**config.mk**
```make
export PLATFORM = sky130hd
export DESIGN_NAME = pli_div
export DESIGN_NICKNAME = d
export VERILOG_FILES = /design/src/hw/rtl/pli_pkg.sv /design/src/hw/rtl/pli_div.sv
export SDC_FILE = /design/constraint.sdc
export NUM_CORES = 1
export LEC_CHECK = 0
export ABC_AREA = 1
export BUFFER_PORTS_ARGS = -buffer_cell sky130_fd_sc_hd__buf_2
export CORE_MARGIN = 8
export CORE_UTILIZATION = 50
export CTS_CLUSTER_SIZE = 10
export DETAILED_ROUTE_END_ITERATION = 10
export GPL_ROUTABILITY_DRIVEN = 0
export PLACE_DENSITY = 0.84
export SLEW_MARGIN = 5
export SYNTH_ARGS = -nofsm -noshare
export SYNTH_HDL_FRONTEND = slang
export SYNTH_SLANG_ARGS = --single-unit
```
**constraint.sdc**
```tcl
create_clock -name i_clk -period 11.25 [get_ports i_clk]
set_clock_uncertainty 0.05 [all_clocks]
set_input_delay 2.25 -clock i_clk [delete_from_list [all_inputs] [get_ports i_clk]]
set_output_delay 2.25 -clock i_clk [all_outputs]
set_load 0.1 [all_outputs]
```
**src/hw/rtl/pli_pkg.sv**
```systemverilog
// Package for the piecewise linear interpolator.
// Holds opcode and status codes and the datapath widths shared by the core
// and the serial divider. No dependencies.
`default_nettype none

package pli_pkg;

    localparam int TABLE_DEPTH_DEF = 256;

    localparam int VAL_W  = 32;          // Q16.16 value width
    localparam int DIFF_W = VAL_W + 1;   // difference / magnitude width
    localparam int PROD_W = 65;          // magnitude product, below 2^64
    localparam int MAG_W  = 41;          // capped quotient, max 2^40 + 1
    localparam int SUM_W  = 43;          // y + signed magnitude before saturation

    typedef enum logic [1:0] {
        OP_CLEAR  = 2'd0,
        OP_APPEND = 2'd1,
        OP_BATCH  = 2'd2,
        OP_QUERY  = 2'd3
    } t_opcode;

    typedef enum logic [2:0] {
        ST_OK            = 3'd0,
        ST_POINT_NOT_INC = 3'd1,
        ST_TABLE_FULL    = 3'd2,
        ST_UNDER_TWO     = 3'd3,
        ST_QUERY_NOT_INC = 3'd4
    } t_status;

endpackage

`default_nettype wire

```
**src/hw/rtl/pli_div.sv**
```systemverilog
// Restoring radix-2 divider, one quotient bit per cycle.
// Divides the 65-bit product magnitude by the 32-bit segment width.
// Depends on pli_pkg.
`default_nettype none

module pli_div (
    input  wire logic                        i_clk,
    input  wire logic                        i_rst_n,
    input  wire logic                        i_start,
    input  wire logic [pli_pkg::PROD_W-1:0]  i_num,
    input  wire logic [pli_pkg::VAL_W-1:0]   i_den,
    output logic                             o_done,
    output logic      [pli_pkg::PROD_W-1:0]  o_quo,
    output logic      [pli_pkg::VAL_W-1:0]   o_rem
);

    import pli_pkg::*;

    localparam int CNT_W = $clog2(PROD_W + 1);

    logic [CNT_W-1:0]  r_cnt;
    logic              r_busy;
    logic              r_done;
    logic [PROD_W-1:0] r_quo;
    logic [VAL_W-1:0]  r_rem;
    logic [VAL_W-1:0]  r_den;

    logic [VAL_W:0]    rem_sh;
    logic              ge;
    logic [VAL_W:0]    rem_diff;

    always_comb begin
        rem_sh   = {r_rem, r_quo[PROD_W-1]};
        ge       = rem_sh >= {1'b0, r_den};
        rem_diff = rem_sh - {1'b0, r_den};
    end

    always_ff @(posedge i_clk) begin
        if (!i_rst_n) begin
            r_busy <= 1'b0;
            r_done <= 1'b0;
            r_cnt  <= '0;
        end else begin
            r_done <= 1'b0;
            if (i_start) begin
                r_busy <= 1'b1;
                r_cnt  <= CNT_W'(PROD_W);
                r_quo  <= i_num;
                r_rem  <= '0;
                r_den  <= i_den;
            end else if (r_busy) begin
                r_quo <= {r_quo[PROD_W-2:0], ge};
                r_rem <= ge ? rem_diff[VAL_W-1:0] : rem_sh[VAL_W-1:0];
                r_cnt <= r_cnt - CNT_W'(1);
                if (r_cnt == CNT_W'(1)) begin
                    r_busy <= 1'b0;
                    r_done <= 1'b1;
                end
            end
        end
    end

    assign o_done = r_done;
    assign o_quo  = r_quo;
    assign o_rem  = r_rem;

endmodule

`default_nettype wire

```
== Word level (Yosys, flattened, before mapping) ==
Index checks and enable logic that the tools add are counted.

* Input bits: 100
* Logic and storage cells: 28
* Latch bits: 0
* Output and inout port bits: 98
* Bits in writable memories: 0
* Register bits after elaboration: 138
* ROM bits: 0
* Memories kept: 0

* Add/subtract/negate cells: 2
* Bitwise operators: 2
* Reduce and logical (&&, ||, !) cells: 5
* Shift-type cells: 0
* Multiply operators: 0
* Mux-type cells: 10
* Div/mod/pow operators: 0
* Order comparisons: 1
* Eq/ne operators: 1

{| class="wikitable"
|+ Operator list
! kind !! count
|-
| 65-bit 2-to-1 mux || 2
|-
| 32-bit 2-to-1 mux || 2
|-
| 33-bit by 32-bit greater-or-equal comparator with 1-bit output || 1
|-
| 32-bit subtractor || 1
|-
| 7-bit 2-to-1 mux || 2
|-
| 7-bit by 1-bit equality test with 1-bit output (second input constant) || 1
|-
| 7-bit by 1-bit subtractor with 7-bit output (second input constant) || 1
|-
| 1-bit 2-to-1 mux || 4
|-
| 2-bit AND reduction || 2
|-
| 3-bit OR reduction || 1
|-
| 1-bit NOT || 2
|-
| 2-bit nonzero test || 1
|-
| 2-bit OR reduction || 1
|}

== Longest topological paths before layout ==
Gate-level depths: netlist of run 1.

* Word-level depth: 4
* Depth in mapped cells: 17

== Least setup slack after synthesis of run 1 ==
Ideal clock, no wire load.

* Kind: in2reg
* Start: input port i_start
* End: register r_quo[0], in the netlist o_quo[0] (enable)
* Arrival: 4.954 ns
* Stages: 4
* Setup slack: 5.788 ns
* Setup time: 0.459 ns
* Path through: clkbuf_1 clkbuf_1 nand2_1 nand2_1

* Longest elaborated chain between the ends: 2

{| class="wikitable"
|+ Ends and longest elaborated chain
! item !! line !! source
|-
| start, declared || pli_div.sv:9 || <nowiki>input wire logic i_start,</nowiki>
|-
| 2-bit nonzero test (no line) || n/a ||
|-
| 2-bit AND reduction (no line) || n/a ||
|-
| end signal, assigned || pli_div.sv:48 || <nowiki>r_quo <= i_num;</nowiki>
|-
| end signal, assigned || pli_div.sv:52 || <nowiki>r_quo <= {r_quo[PROD_W-2:0], ge};</nowiki>
|-
| end, declared || pli_div.sv:24 || <nowiki>logic [PROD_W-1:0] r_quo;</nowiki>
|}

No other way between the ends.
A chain may end at the register's enable or synchronous reset.

== Final worst setup path of run 1 ==
* Start: input port i_start
* End: register r_rem[20], in the netlist o_rem[20] (enable)

* Longest elaborated chain between the ends: 2

{| class="wikitable"
|+ Ends and longest elaborated chain
! item !! line !! source
|-
| 2-bit nonzero test (no line) || n/a ||
|-
| 2-bit AND reduction (no line) || n/a ||
|-
| end signal, assigned || pli_div.sv:53 || <nowiki>r_rem <= ge ? rem_diff[VAL_W-1:0] : rem_sh[VAL_W-1:0];</nowiki>
|-
| end, declared || pli_div.sv:25 || <nowiki>logic [VAL_W-1:0] r_rem;</nowiki>
|}

No other way between the ends.

==> results of run 1 <==
layout make-up:
type                            instances  area (um2)  area share (%)
Sequential cell                       138        4054           39.49
Multi-Input combinational cell        784        3630           35.36
Timing Repair Buffer                  201        1016           9.896
Inverter                              183       691.9           6.740
Clock buffer                           17       425.4           4.144
Tap cell                              220       275.3           2.681
Clock inverter                         15       171.4           1.670
Antenna cell                            1       2.502         0.02438
cell usage after synthesis, drive strengths merged:
library cell	n
nor2	121
xor2	15
xnor2	2
or2	1
edfxtp	129
a21o	2
nor3	5
and3	2
fa	1
ha	34
dfxtp	9
nand3b	23
a211oi	1
nand3	34
nand4	6
and2	7
a21oi	21
nand2	503
nor4	1
o21ai	5
clkbuf	11
inv	183
buf	15
path summary, 6_finish.rpt:
kind | slack (ns) | endpoint | from
hold reg to reg | 0.45 | r_cnt[0] | r_cnt[0]
setup reg to reg | 8.55 | o_quo[0] | o_rem[2]
setup / recovery | 6.92 | o_rem[20] | i_start
hold / removal | 0.45 | r_cnt[0] | r_cnt[0]
critical path: stages:
cell and delay, ns:
buf_2 0.07, buf_4 0.53, nand2_1 0.24, nand2_4 0.52, buf_4 0.67
metrics by stage:
stage | utilization (%) | power [mW] | instances | instance area, um2
after global routing | 61.91 | 2.041 | 1559 | 10270
after global placement | 58.29 | 1.366 | 1526 | 9667
after detailed placement | 58.29 | 1.378 | 1526 | 9667
after CTS | 61.89 | 1.951 | 1558 | 10260
after floorplan | - | 1.243 | 1131 | 8501
final | 61.91 | 1.940 | 1559 | 10270
state kept, by name, indices dropped and copies added, names as in the netlist:
register,count
r_cnt,7
r_busy,1
o_done,1
r_den,32
o_quo,65
o_rem,32
power by group through the flow:
stage	Clock [mW]	Sequential [mW]	Combinational (mW)
global route	0.598	0.665	0.778
finish	0.571	0.658	0.711
CTS	0.579	0.659	0.713
global placement	0	0.667	0.699
detailed placement	0	0.668	0.710
floorplan	0	0.932	0.311
kinds of logic (layout without fill, tap and decap cells):
kind of cell | after synthesis | after routing
AO/OA/AOI/OAI | 29 | 29
XOR/XNOR | 17 | 17
adder cells (fa/ha/maj) | 35 | 35
buffers and inverters | 209 | 416
flip-flops | 138 | 138
other | 0 | 1
AND/OR/NAND/NOR | 703 | 703
routing by layer:
layer / up-vias / track usage, % / wire, um
li1: 3875 / - / -
met1: 3383 / 24.27 / 9165
met2: 315 / 37.62 / 11090
met3: 31 / 7.540 / 1916
met4: 4 / 7.419 / 390
met5: - / 0 / 23
==> summary.txt, run 1 <==
Power and ir drop
  • Switching part of the total power: 42.78%
  • Clock power frac: 29.4%
  • Cell Int Power: 1.110 mW
  • Net Sw Power: 830.1 uW
  • Max VDD drop: 116.7 uV
  • Pwr/cell area: 189.0 nW/um2
  • Combinational share of power: 36.7%
  • Lkg Pwr: 5.505 nW
  • Sequential Power Share: 33.9%

Global routing
  • Largest net degree at the start of global routing: 72
  • First-pass GRT wire length: 37690 um
  • Antenna violations before repair: 3
  • Tot GR Track Use: 21.66%
  • Vias in the first global route: 7818
  • Final global-route overflow total: 0

Run status
  • Outcome: complete, no violations

STA
  • WHS: 0.4497 ns
  • Final Setup Violations: 0
  • Fmax: 230.8 MHz
  • Rel. slew slack: 54.00%
  • Setup repair after global routing missed its margin: false
  • Fin crit share: 38.51%
  • Fin worst setup slack: 6.917 ns
  • Setup_tns: 0 ns
  • Final Hold Fails: 0
  • Fin. max-slew vios: 0
  • Min Tclk post-route: 4.333 ns
  • Worst slew pin tran: 0.6901 ns

Logic synthesis
  • Top cell type by total area after synthesis: edfxtp_1
  • Top cell type's share of synthesized area: 45.57%
  • Synth Area in Compound Gates: 1.796%
  • Synthesized area: 8501 um2
  • Synth Area per Inst: 7.516 um2
  • Cells after Synth: 1131
  • Mux cell area share after synthesis: 0%
  • Simple-gate area share of the yosys netlist: 33.82%
  • YS warnings: 0
  • Largest family of logic cells by synthesized area: simple AND/OR/NAND/NOR gates
  • Unique cell type count in the Yosys netlist: 35
  • Sequential share of the synthesized area: 47.69%
  • XOR/XNOR Fraction of Synth Area: 1.752%
  • Adder-cell share of the synthesized area: 5.240%
  • Mapped Nets: 1266
  • Synth area leaders: edfxtp_1 (46%), nand2_1 (22%), inv_1 (7.9%), nor2_1 (5.2%), ha_1 (5.0%)
  • Synth Register Bits: 138

Floorplan
  • Core ar.: 16580 um2
  • Die X: 146.4 um
  • Initial Util: 51.26%
  • Std-Cell Rows: 47
  • I/O Pins: 198
  • Total die area: 21430 um2
  • Die Span Y: 146.4 um

Setup path
  • Crit path capture type: register
  • Critical path data arrival time: 4.35 ns
  • Req. time, crit path: 11.26 ns
  • Crit path max fanout: 71
  • WS Path Type: input pin to register
  • Critical path startpoint category: input pin
  • R2R depth: 13

Final layout
  • Most frequent cells in the layout: nand2_1 (496), buf_2 (197), inv_1 (179), edfxtp_1 (129), nor2_1 (117)
  • Commonest non-fill, non-tap cell in the layout: nand2_1
  • Layout cells sized above 1: 18.83%
  • # fillers: 1497
  • Synthesis-to-finish area growth: 20.77%
  • Nets: 1460

Routing
  • DRC violations left: 0
  • Per-cell routed wire length: 14.48 um
  • Via count: 7608
  • DRT Wirelength: 22580 um
  • DR iter-0 viols: 513
  • Post-route ant nets: 0
  • Avg Vias per Cell: 4.880
  • First-pass DRT Iterations: 5

CTS
  • # H-tree levels: 4
  • CTS buffer count: 17
  • Clk_lat worst skew: 0.43 ns
  • Clock-pin slew on the worst setup and hold paths: 0.07 ns
  • Post-CTS setup buffer count: 0
  • Hold_buf cts: 0
  • Root Buffer: clkbuf_16
  • CTS sink count: 138
  • Deepest clock path buffer count: 2
  • CTS tree: built
  • Post-cts sizing count: 0

Placed design
  • Dpl ws: 6.425 ns
  • I/O Buffers: 197
  • HPWL after DPL: 17110 um

Worst hold path
  • Worst min path class: register to register
  • Hold Crit Depth: 2

Run
  • Max-cap viol count: 0
Power figures use the tool's default switching activity.
==> inputs of run 2 (changes only) <==
clock period = 4.3 ns   (was 11.25 ns; I/O delays follow)
==> summary.txt, run 2 (synthesized netlist as in run 1, its figures left out) <==
STA
  • Setup_tns: 0 ns
  • Setup repair after global routing missed its margin: false
  • Min Tclk post-route: 2.680 ns
  • Fmax: 373.2 MHz
  • Fin crit share: 62.32%
  • Worst slew pin tran: 0.6717 ns
  • Rel. slew slack: 55.22%
  • Fin. max-slew vios: 0
  • Final Setup Violations: 0
  • Final Hold Fails: 0

Setup path
  • CP max stage cell: ha_1
  • Stages on worst setup path: 12
  • Crit path max fanout: 25
  • Critical path startpoint category: register
  • Buf+Inv Stages, Crit Path: 2
  • Crit path capture type: register
  • Family with the most delay on the worst path: simple AND/OR/NAND/NOR gates
  • CP cell instances: ha_1, nand2_2, nor2_2, nand2_1, nor2_1, nand2_1, nand3_2, inv_4, nand2_8, inv_4, nor2_1, nor2_1
  • CP peak stage delay: 0.44 ns
  • R2R depth: 12
  • Req. time, crit path: 4.44 ns
  • WS Path Type: register to register
  • Most used cell, CP: nor2_1
  • Critical path data arrival time: 2.82 ns

CTS
  • # H-tree levels: 4
  • CTS tree: built
  • Root Buffer: clkbuf_16
  • Clk_lat worst skew: 0.44 ns
  • Hold_buf cts: 0
  • CTS sink count: 138
  • Clock-pin slew on the worst setup and hold paths: 0.06 ns
  • Post-cts sizing count: 0
  • Deepest clock path buffer count: 2
  • Post-CTS setup buffer count: 0
  • CTS buffer count: 17

Floorplan
  • Core ar.: 16580 um2
  • Die Span Y: 146.4 um
  • Initial Util: 51.26%
  • Total die area: 21430 um2
  • I/O Pins: 198
  • Std-Cell Rows: 47
  • Die X: 146.4 um

Global routing
  • Final global-route overflow total: 0
  • Antenna violations before repair: 4
  • Largest net degree at the start of global routing: 73
  • Tot GR Track Use: 21.85%
  • First-pass GRT wire length: 37810 um
  • Vias in the first global route: 7842

Final layout
  • Nets: 1461
  • Most frequent cells in the layout: nand2_1 (496), buf_2 (197), inv_1 (179), edfxtp_1 (129), nor2_1 (117)
  • Synthesis-to-finish area growth: 20.78%
  • Max reg flops: 65
  • # fillers: 1463
  • Commonest non-fill, non-tap cell in the layout: nand2_1
  • Util after Layout: 61.91%
  • Layout cells sized above 1: 18.89%

Placed design
  • I/O Buffers: 197
  • HPWL after DPL: 17580 um

Power and ir drop
  • Lkg Pwr: 5.500 nW
  • Max VDD drop: 337.5 uV
  • Pwr/cell area: 493.1 nW/um2

Routing
  • DRT Wirelength: 23320 um
  • Avg Vias per Cell: 4.919
  • Via count: 7674
  • DRC violations left: 0
  • Post-route ant nets: 0
  • Per-cell routed wire length: 14.95 um
  • DR iter-0 viols: 448
  • First-pass DRT Iterations: 5

Run
  • Max-cap viol count: 0

Run status
  • Outcome: complete, no violations

Worst hold path
  • Hold Crit Depth: 2
  • Worst min path class: register to register
-- run 2: changes by cell type in the layout (fill, tap and decap cells not counted) --
cell,change
clkinvlp_4,+2
inv_8,-2
buf_12,+1
clkinv_2,+1
clkinv_4,-1
clkinv_8,-1
inv_6,+1
-- run 2: metrics by stage --
stage	cells	worst slack [ns]	power (mW)	hold WS [ns]	cell area (um2)
global route	1560	1.410	5.301	0.4700	10270
finish	1560	1.620	5.063	0.4331	10270
detailed placement	1527	1.649	3.611	0.4251	9687
global placement	1527	1.738	3.579	0.4234	9687
CTS	1559	1.649	5.074	0.4347	10260
floorplan	1131	0.2278	3.253	0.3881	8501
-- run 2: power by group --
part / switching, mW / total, mW / internal (mW)
combinational: 1.45 / 1.88 / 0.434
sequential: 0.0742 / 1.72 / 1.64
clock: 0.645 / 1.46 / 0.817
total: 2.17 / 5.06 / 2.89
-- run 2: final cells by class --
class                           count  area (um2)  share of cell area, %
Sequential cell                   138        4054                  39.48
Multi-Input combinational cell    784        3630                  35.35
Timing Repair Buffer              202        1036                  10.09
Inverter                          183       691.9                  6.739
Clock buffer                       17       425.4                  4.143
Tap cell                          220       275.3                  2.681
Clock inverter                     15       152.6                  1.487
Antenna cell                        1       2.502                0.02437
-- run 2: worst min-delay path, stage by stage (launching register included) --
cell	delay, ns
dfxtp_1	0.31
inv_1	0.07
a21oi_1	0.06
-- run 2: worst paths after layout --
path	startpoint	to	slack, ns
setup / recovery	o_rem[22]	o_rem[8]	1.62
hold / removal	r_cnt[2]	r_cnt[2]	0.43
setup reg to reg	o_rem[22]	o_rem[8]	1.62
hold reg to reg	r_cnt[2]	r_cnt[2]	0.43
-- run 2: per-layer routing --
layer | GRT usage, % | wire [um] | vias up
met5 | 0 | 38 | -
met4 | 9.377 | 680 | 6
met3 | 8.035 | 2164 | 60
met2 | 36.55 | 11030 | 332
met1 | 24.67 | 9410 | 3399
li1 | - | - | 3877
